===== config.mk =====
export PLATFORM = sky130hd
export DESIGN_NAME = imu_three_axis_moving_average_top
export DESIGN_NICKNAME = d
export VERILOG_FILES = /design/src/hdl/imuma_pkg.sv /design/src/hdl/imuma_lane.sv /design/src/hdl/imuma_merge.sv /design/src/hdl/imu_three_axis_moving_average_top.sv
export SDC_FILE = /design/constraint.sdc
export NUM_CORES = 2
export LEC_CHECK = 0
export BUFFER_PORTS_ARGS = -buffer_cell sky130_fd_sc_hd__buf_2
export CORE_MARGIN = 2
export CORE_UTILIZATION = 40
export DETAILED_ROUTE_END_ITERATION = 7
export PLACE_DENSITY = 0.52
export SETUP_SLACK_MARGIN = 0.4
export SYNTH_ARGS = -nofsm -noshare
export SYNTH_HDL_FRONTEND = slang
export SYNTH_SLANG_ARGS = --single-unit

===== constraint.sdc =====
create_clock -name clk -period 4.7 [get_ports clk]
set_input_delay 0 -clock clk [delete_from_list [all_inputs] [get_ports clk]]
set_output_delay 0 -clock clk [all_outputs]
set_load 0.05 [all_outputs]

===== src/hdl/imuma_pkg.sv =====
// Shared widths, codes and types for the three-axis IMU moving-average block.
// Used by every module in the hdl folder; depends on nothing else.
package imuma_pkg;

    // The window holds 2^WINDOW_LOG2 samples per axis and per sensor.
    localparam int WINDOW_LOG2 = 3;
    localparam int WINDOW_LEN  = 1 << WINDOW_LOG2;
    localparam int POS_W       = WINDOW_LOG2;

    localparam int NUM_AXES    = 3;
    localparam int NUM_SENSORS = 2;
    localparam int SAMPLE_W    = 16;
    localparam int SUM_W       = SAMPLE_W + WINDOW_LOG2;
    localparam int DATA_W      = NUM_AXES * SAMPLE_W;

    // Sensor codes carried in tuser.
    localparam logic SENSOR_ACCEL = 1'b0;
    localparam logic SENSOR_GYRO  = 1'b1;

    // Configuration register indexes.
    localparam int CFG_INDEX_W = 2;
    localparam logic [CFG_INDEX_W-1:0] REG_GYRO_OFFSET_X = 2'd0;
    localparam logic [CFG_INDEX_W-1:0] REG_GYRO_OFFSET_Y = 2'd1;
    localparam logic [CFG_INDEX_W-1:0] REG_GYRO_OFFSET_Z = 2'd2;

    typedef logic signed [SAMPLE_W-1:0] sample_t;
    typedef logic signed [SUM_W-1:0]    sum_t;
    typedef logic [POS_W-1:0]           pos_t;

    // Control of the stage between the lanes and the merging stage.
    typedef struct packed {
        logic valid;
        logic sensor;
    } stage_ctrl_t;

endpackage


===== src/hdl/imuma_lane.sv =====
// One axis lane: the sample histories of both sensors and their running sums.
// Depends on imuma_pkg.
module imuma_lane (
    input  logic                    clk,
    input  logic                    rst_n,
    input  logic                    accept,
    input  logic                    sensor,
    input  imuma_pkg::pos_t         wr_pos,
    input  imuma_pkg::sample_t      sample,
    output imuma_pkg::sum_t         sum
);

    imuma_pkg::sample_t hist_reg [imuma_pkg::NUM_SENSORS][imuma_pkg::WINDOW_LEN];
    imuma_pkg::sum_t    run_sum_reg [imuma_pkg::NUM_SENSORS];
    imuma_pkg::sum_t    sum_reg;
    imuma_pkg::sum_t    sum_next;
    imuma_pkg::sample_t oldest;

    // The running sum always equals the sum of the history, so swapping the
    // oldest entry for the new sample keeps it exact with one add and subtract.
    always_comb
    begin
        oldest   = hist_reg[sensor][wr_pos];
        sum_next = run_sum_reg[sensor]
                 - {{(imuma_pkg::SUM_W - imuma_pkg::SAMPLE_W){oldest[imuma_pkg::SAMPLE_W-1]}},
                    oldest}
                 + {{(imuma_pkg::SUM_W - imuma_pkg::SAMPLE_W){sample[imuma_pkg::SAMPLE_W-1]}},
                    sample};
    end

    always_ff @(posedge clk or negedge rst_n)
    begin
        if (!rst_n)
        begin
            for (int s = 0; s < imuma_pkg::NUM_SENSORS; s++)
            begin
                run_sum_reg[s] <= '0;
                for (int i = 0; i < imuma_pkg::WINDOW_LEN; i++)
                begin
                    hist_reg[s][i] <= '0;
                end
            end
        end
        else if (accept)
        begin
            hist_reg[sensor][wr_pos] <= sample;
            run_sum_reg[sensor]      <= sum_next;
        end
    end

    always_ff @(posedge clk)
    begin
        if (accept)
        begin
            sum_reg <= sum_next;
        end
    end

    assign sum = sum_reg;

endmodule


===== src/hdl/imuma_merge.sv =====
// Merging stage: averages the lane sums, removes the gyroscope offsets with
// saturation and holds the result in the output register. Depends on imuma_pkg.
module imuma_merge (
    input  logic                                clk,
    input  logic                                rst_n,
    input  imuma_pkg::stage_ctrl_t              stage,
    input  imuma_pkg::sum_t                     sums [imuma_pkg::NUM_AXES],
    input  imuma_pkg::sample_t                  offsets [imuma_pkg::NUM_AXES],
    output logic                                load,
    output logic                                m_axis_tvalid,
    input  logic                                m_axis_tready,
    output logic [imuma_pkg::DATA_W-1:0]        m_axis_tdata,  // x_filtered, y_filtered, z_filtered
    output logic                                m_axis_tuser   // result_sensor
);

    logic                          tvalid_reg;
    logic                          tvalid_next;
    logic                          tuser_reg;
    logic [imuma_pkg::DATA_W-1:0]  tdata_reg;
    logic [imuma_pkg::DATA_W-1:0]  tdata_next;

    assign load = !tvalid_reg || m_axis_tready;

    always_comb
    begin
        tvalid_next = tvalid_reg;
        if (load)
        begin
            tvalid_next = stage.valid;
        end
    end

    for (genvar a = 0; a < imuma_pkg::NUM_AXES; a++)
    begin : g_axis
        imuma_pkg::sum_t                   shifted;
        imuma_pkg::sample_t                avg;
        logic signed [imuma_pkg::SAMPLE_W:0] diff;
        imuma_pkg::sample_t                corrected;

        // Arithmetic shift floors the average; it always fits in a sample.
        assign shifted = sums[a] >>> imuma_pkg::WINDOW_LOG2;
        assign avg     = shifted[imuma_pkg::SAMPLE_W-1:0];
        assign diff    = {avg[imuma_pkg::SAMPLE_W-1], avg}
                       - {offsets[a][imuma_pkg::SAMPLE_W-1], offsets[a]};

        always_comb
        begin
            if (diff[imuma_pkg::SAMPLE_W] != diff[imuma_pkg::SAMPLE_W-1])
            begin
                corrected = diff[imuma_pkg::SAMPLE_W]
                          ? {1'b1, {(imuma_pkg::SAMPLE_W-1){1'b0}}}
                          : {1'b0, {(imuma_pkg::SAMPLE_W-1){1'b1}}};
            end
            else
            begin
                corrected = diff[imuma_pkg::SAMPLE_W-1:0];
            end
        end

        assign tdata_next[a*imuma_pkg::SAMPLE_W +: imuma_pkg::SAMPLE_W] =
            (stage.sensor == imuma_pkg::SENSOR_GYRO) ? corrected : avg;
    end

    always_ff @(posedge clk or negedge rst_n)
    begin
        if (!rst_n)
        begin
            tvalid_reg <= 1'b0;
        end
        else
        begin
            tvalid_reg <= tvalid_next;
        end
    end

    always_ff @(posedge clk)
    begin
        if (load && stage.valid)
        begin
            tdata_reg <= tdata_next;
            tuser_reg <= stage.sensor;
        end
    end

    assign m_axis_tvalid = tvalid_reg;
    assign m_axis_tdata  = tdata_reg;
    assign m_axis_tuser  = tuser_reg;

endmodule


===== src/hdl/imu_three_axis_moving_average_top.sv =====
// Top level of the three-axis IMU moving-average filter: configuration
// registers, write positions, three axis lanes and the merging stage.
// Depends on imuma_pkg, imuma_lane and imuma_merge.
//
//  Channel   Direction  Payload
//  s_axis    in         tuser: sensor_select; tdata: x_sample, y_sample, z_sample
//  m_axis    out        tuser: result_sensor; tdata: x_filtered, y_filtered, z_filtered
//  cfg       in         cfg_index selects gyro_offset_x/y/z, cfg_data is the value
//
// One transaction is accepted per cycle unless the lane stage is full and the output is
// stalled; a result reaches the output through the lane stage and then the output register.
// The running-sum update in each lane sets the rate.
// Reset clears the histories, running sums, write positions and offsets at once.
// A stalled output holds its result; the lane stage keeps accepting until it too is full.
module imu_three_axis_moving_average_top (
    input  logic                                  clk,
    input  logic                                  rst_n,
    input  logic                                  s_axis_tvalid,
    output logic                                  s_axis_tready,
    input  logic [imuma_pkg::DATA_W-1:0]          s_axis_tdata,  // x_sample, y_sample, z_sample
    input  logic                                  s_axis_tuser,  // sensor_select
    output logic                                  m_axis_tvalid,
    input  logic                                  m_axis_tready,
    output logic [imuma_pkg::DATA_W-1:0]          m_axis_tdata,  // x_filtered, y_filtered, z_filtered
    output logic                                  m_axis_tuser,  // result_sensor
    input  logic                                  cfg_wr_en,
    input  logic [imuma_pkg::CFG_INDEX_W-1:0]     cfg_index,
    input  logic [imuma_pkg::SAMPLE_W-1:0]        cfg_data
);

    imuma_pkg::sample_t      offset_reg [imuma_pkg::NUM_AXES];
    imuma_pkg::pos_t         pos_reg [imuma_pkg::NUM_SENSORS];
    imuma_pkg::stage_ctrl_t  stage_reg;
    imuma_pkg::stage_ctrl_t  stage_next;
    imuma_pkg::sum_t         sums [imuma_pkg::NUM_AXES];
    logic                    load;
    logic                    accept;

    assign s_axis_tready = !stage_reg.valid || load;
    assign accept        = s_axis_tvalid && s_axis_tready;

    always_comb
    begin
        stage_next = stage_reg;
        if (s_axis_tready)
        begin
            stage_next.valid  = s_axis_tvalid;
            stage_next.sensor = s_axis_tuser;
        end
    end

    always_ff @(posedge clk or negedge rst_n)
    begin
        if (!rst_n)
        begin
            stage_reg <= '0;
            for (int s = 0; s < imuma_pkg::NUM_SENSORS; s++)
            begin
                pos_reg[s] <= '0;
            end
            for (int a = 0; a < imuma_pkg::NUM_AXES; a++)
            begin
                offset_reg[a] <= '0;
            end
        end
        else
        begin
            stage_reg <= stage_next;
            if (accept)
            begin
                pos_reg[s_axis_tuser] <= pos_reg[s_axis_tuser] + 1'b1;
            end
            if (cfg_wr_en)
            begin
                case (cfg_index)
                    imuma_pkg::REG_GYRO_OFFSET_X: offset_reg[0] <= cfg_data;
                    imuma_pkg::REG_GYRO_OFFSET_Y: offset_reg[1] <= cfg_data;
                    imuma_pkg::REG_GYRO_OFFSET_Z: offset_reg[2] <= cfg_data;
                    default: ;
                endcase
            end
        end
    end

    for (genvar a = 0; a < imuma_pkg::NUM_AXES; a++)
    begin : g_lane
        imuma_lane u_lane (
            .clk    (clk),
            .rst_n  (rst_n),
            .accept (accept),
            .sensor (s_axis_tuser),
            .wr_pos (pos_reg[s_axis_tuser]),
            .sample (s_axis_tdata[a*imuma_pkg::SAMPLE_W +: imuma_pkg::SAMPLE_W]),
            .sum    (sums[a])
        );
    end

    imuma_merge u_merge (
        .clk           (clk),
        .rst_n         (rst_n),
        .stage         (stage_reg),
        .sums          (sums),
        .offsets       (offset_reg),
        .load          (load),
        .m_axis_tvalid (m_axis_tvalid),
        .m_axis_tready (m_axis_tready),
        .m_axis_tdata  (m_axis_tdata),
        .m_axis_tuser  (m_axis_tuser)
    );

endmodule


==> flow_metrics.env <==
export IMPL_outcome="finished clean"
export IMPL_cts_root_buf="sky130_fd_sc_hd__clkbuf_16"
export IMPL_detail_route_wl_per_cell_microns=23.9
export IMPL_netlist_instances=4318
export IMPL_synth_seq_area_share_pct=50.9
export IMPL_boundaryPins=123
export IMPL_initial_core_util_pct=40.2
export IMPL_timing_final_crit_share_pct=93.4
export IMPL_clock_latency_ns=0.74
export IMPL_cp_data_required_time_ns=5.31
export IMPL_hold_viol_final=0
export IMPL_timing_slew_headroom_pct=22.7
export IMPL_grt_first_pass_wirelength_mm=230
export IMPL_numCtsBuffers=115
export IMPL_worstRegToRegCells=19
export IMPL_drt_pass1_iter_count=7
export IMPL_flip_flop_count_of_the_largest_register_all_copies_and_words_added=768
export IMPL_first_global_vias=35000
export IMPL_arrival_ns=5.00
export IMPL_layout_cells_most_common_list="sky130_fd_sc_hd__dfrtp_1, sky130_fd_sc_hd__mux2_2, sky130_fd_sc_hd__nand2_1"
export IMPL_rrSetupSlack_ns=0.31
export IMPL_yosysWarnings=0
export IMPL_ys_seq_elements=1036
export IMPL_cts_tree="built"
export IMPL_design_die_area_sq_um=133000
export IMPL_worst_tran_pin_value_ns=1.16
export IMPL_filler_cell_count=11700
export IMPL_whs_ns=0.101
export IMPL_grt_antenna_before_repair=4
export IMPL_grt_overflow=0
export IMPL_syn_nets=4556
export IMPL_final_common_cell="sky130_fd_sc_hd__dfrtp_1"
export IMPL_grt_use_total_pct=23.2
export IMPL_synthArstFlopShare_pct=90.6
export IMPL_floorplan_core_area_sq_um=129000
export IMPL_timing_critical_path_from="pos_reg[3]$_DFFE_PN0P_"
export IMPL_power_density_cell_area_nw_per_um2=903
export IMPL_multi_input_comb_area_sq_um=24300
export IMPL_maxCapViolCount=0
export IMPL_final_net_count=4818
export IMPL_die_height_microns=364
export IMPL_maximum_achievable_frequency_mhz=228
export IMPL_area_growth_syn_to_layout_pct=18.7
export IMPL_die_w_microns=364
export IMPL_timing_setup_tns_ns=0
export IMPL_finalSetupViolations=0
export IMPL_setup_worst_path_start_class="register"
export IMPL_vdd_ir_drop_max_uv=645
export IMPL_clock_tree_buffer_depth=3
export IMPL_post_synth_edffs=97
export IMPL_clk_pin_slew_worst_paths_ns=0.06
export IMPL_tritoncts_num_sinks=1036
export IMPL_hold_path_class="in -> async"
export IMPL_dpl_hpwl_mm=97.9
export IMPL_rsz_0062_raised_after_global_routing="yes"
export IMPL_cp_max_fo=7
export IMPL_remaining_drc_errors=0
export IMPL_timing_critical_path_to="g_lane[0].u_lane.run_sum_reg[15]$_DFFE_PN0P_"
export IMPL_timing_critical_path_to_type="register"
export IMPL_core_rowCount=132
export IMPL_regToRegEndpoint="g_lane[0].u_lane.run_sum_reg[15]$_DFFE_PN0P_"
export IMPL_place_port_buffers=122
export IMPL_first_iter_violations=2579
export IMPL_viasPerCell=5.42
export IMPL_wirelength_mm=154
export IMPL_ys_types=95
export IMPL_syn_avg_cell_area_sq_um=12.0
export IMPL_final_layout_size_suffix_gt1_share_pct=31.4
export IMPL_antenna_left=0
export IMPL_criticalPathCategory="reg -> reg"
export IMPL_critical_path_reg2reg_startpoint="pos_reg[3]$_DFFE_PN0P_"
export IMPL_synth_main_ff_cell="sky130_fd_sc_hd__dfrtp_1"
export IMPL_grt_max_degree=136
export IMPL_htreeDepth=3
export IMPL_routabilityCongestion=0.877
export IMPL_regArea_sq_um=26400
export IMPL_skew_final_ns=0.0233
export IMPL_route_vias_total=34800
export IMPL_syn_cell_area_sq_um=51800
export IMPL_final_util_pct=47.7
export IMPL_power_leakage_nw=27.6
export IMPL_report_final_slew_viol_count=0
export IMPL_post_route_min_period_ns=4.39
==> cells in the mapped netlist, types with 55 or more instances <==
| cell type | number | area, sq um |
|---|---|---|
| sky130_fd_sc_hd__a21oi_1 | 105 | 526 |
| sky130_fd_sc_hd__buf_2 | 109 | 546 |
| sky130_fd_sc_hd__clkbuf_1 | 118 | 443 |
| sky130_fd_sc_hd__dfrtp_1 | 939 | 23500 |
| sky130_fd_sc_hd__edfxtp_1 | 97 | 2910 |
| sky130_fd_sc_hd__fa_1 | 57 | 1140 |
| sky130_fd_sc_hd__ha_1 | 109 | 1360 |
| sky130_fd_sc_hd__inv_1 | 200 | 751 |
| sky130_fd_sc_hd__mux2_2 | 687 | 7740 |
| sky130_fd_sc_hd__mux2i_1 | 294 | 2940 |
| sky130_fd_sc_hd__mux4_2 | 55 | 1240 |
| sky130_fd_sc_hd__nand2_1 | 467 | 1750 |
| sky130_fd_sc_hd__nor2_1 | 110 | 413 |
| sky130_fd_sc_hd__o21ai_0 | 250 | 1250 |
| sky130_fd_sc_hd__o22ai_1 | 108 | 676 |
==> where the power goes <==
part / switching, mW / internal (mW)
combinational: 17.2 / 13.3
sequential: 1.93 / 13.7
clock: 3.87 / 5.57
==> metal layers <==
metal | vias up | wire (microns) | GRT usage (%)
li1 | 15900 | - | -
met1 | 17900 | 72500 | 33.6
met2 | 752 | 69400 | 35.8
met3 | 215 | 8000 | 3.98
met4 | 4 | 3680 | 6.14
met5 | - | 24 | 0.363
==> stage by stage <==
step	total power, mW	instance area (sq um)	worst slack, ns	std cells
after floorplan	33.9	51800	0.403	4318
after global placement	42.4	55100	0.174	6059
after detailed placement	42.7	55100	0.0939	6059
after CTS	53.1	60500	0.339	6385
after global routing	59.5	61500	0.148	6419
final	55.6	61500	0.310	6420
==> worst min-delay path by stage <==
stage                                                 end  cells past startpoint   from  slack [ns]
6_report       g_lane[2].u_lane.hist_reg[124]$_DFFE_PN0P_                      3  rst_n        0.10
5_1_grt         g_lane[2].u_lane.hist_reg[25]$_DFFE_PN0P_                      3  rst_n        0.11
4_1_cts        g_lane[2].u_lane.hist_reg[124]$_DFFE_PN0P_                      3  rst_n        0.06
3_5_place_dp   g_lane[2].u_lane.hist_reg[133]$_DFFE_PN0P_                      1  rst_n        0.10
3_3_place_gp   g_lane[2].u_lane.hist_reg[133]$_DFFE_PN0P_                      1  rst_n        0.12
2_1_floorplan    g_lane[0].u_lane.hist_reg[0]$_DFFE_PN0P_                      0  rst_n       -0.30
==> critical path, stage by stage, from the launching register on <==
cell and delay (ns):
sky130_fd_sc_hd__dfrtp_2 0.43, sky130_fd_sc_hd__mux2i_4 0.20, sky130_fd_sc_hd__clkinv_4 0.14, sky130_fd_sc_hd__buf_12 0.18, sky130_fd_sc_hd__buf_12 0.15, sky130_fd_sc_hd__buf_8 0.12
sky130_fd_sc_hd__mux4_2 0.29, sky130_fd_sc_hd__a211oi_2 0.21, sky130_fd_sc_hd__nand2_2 0.12, sky130_fd_sc_hd__fa_2 0.58, sky130_fd_sc_hd__inv_2 0.04, sky130_fd_sc_hd__ha_4 0.25
sky130_fd_sc_hd__a21o_1 0.17, sky130_fd_sc_hd__a22o_4 0.25, sky130_fd_sc_hd__o21ai_4 0.15, sky130_fd_sc_hd__nor2_2 0.06, sky130_fd_sc_hd__a221o_1 0.33, sky130_fd_sc_hd__a31oi_2 0.20
sky130_fd_sc_hd__xnor2_2 0.12, sky130_fd_sc_hd__mux2_4 0.27
==> logic make-up (layout without fill, tap and decap cells) <==
group	count (synthesis)	count (layout)	share of synthesized area, %
adder cells (fa/ha/maj)	168	168	4.87
multiplexers	1053	1053	23.4
buffers and inverters	490	849	4.07
flip-flops	1036	1036	50.9
XOR/XNOR	85	85	1.45
AND/OR/NAND/NOR	767	767	6.48
AO/OA/AOI/OAI	719	719	8.81
other	0	1	0
==> layout make-up <==
class	instances	share of cell area, %
multi-input cells	2792	39.5
clock inverters	51	1.03
well taps	1742	3.54
flip-flops and latches	1036	42.9
inverters	203	1.25
repair buffers	432	6.32
diodes	1	0.00407
clock buffers	163	5.43
==> repair_timing <==
action                      CTS  global route
resized for setup            59           156
pin swaps                    21            74
cloned                        1             3
hold buffers                100             0
setup endpoints to repair    63            99
hold endpoints to repair   1192             0
setup buffers                11            31
Note: power is estimated with default switching activity, not from simulation.
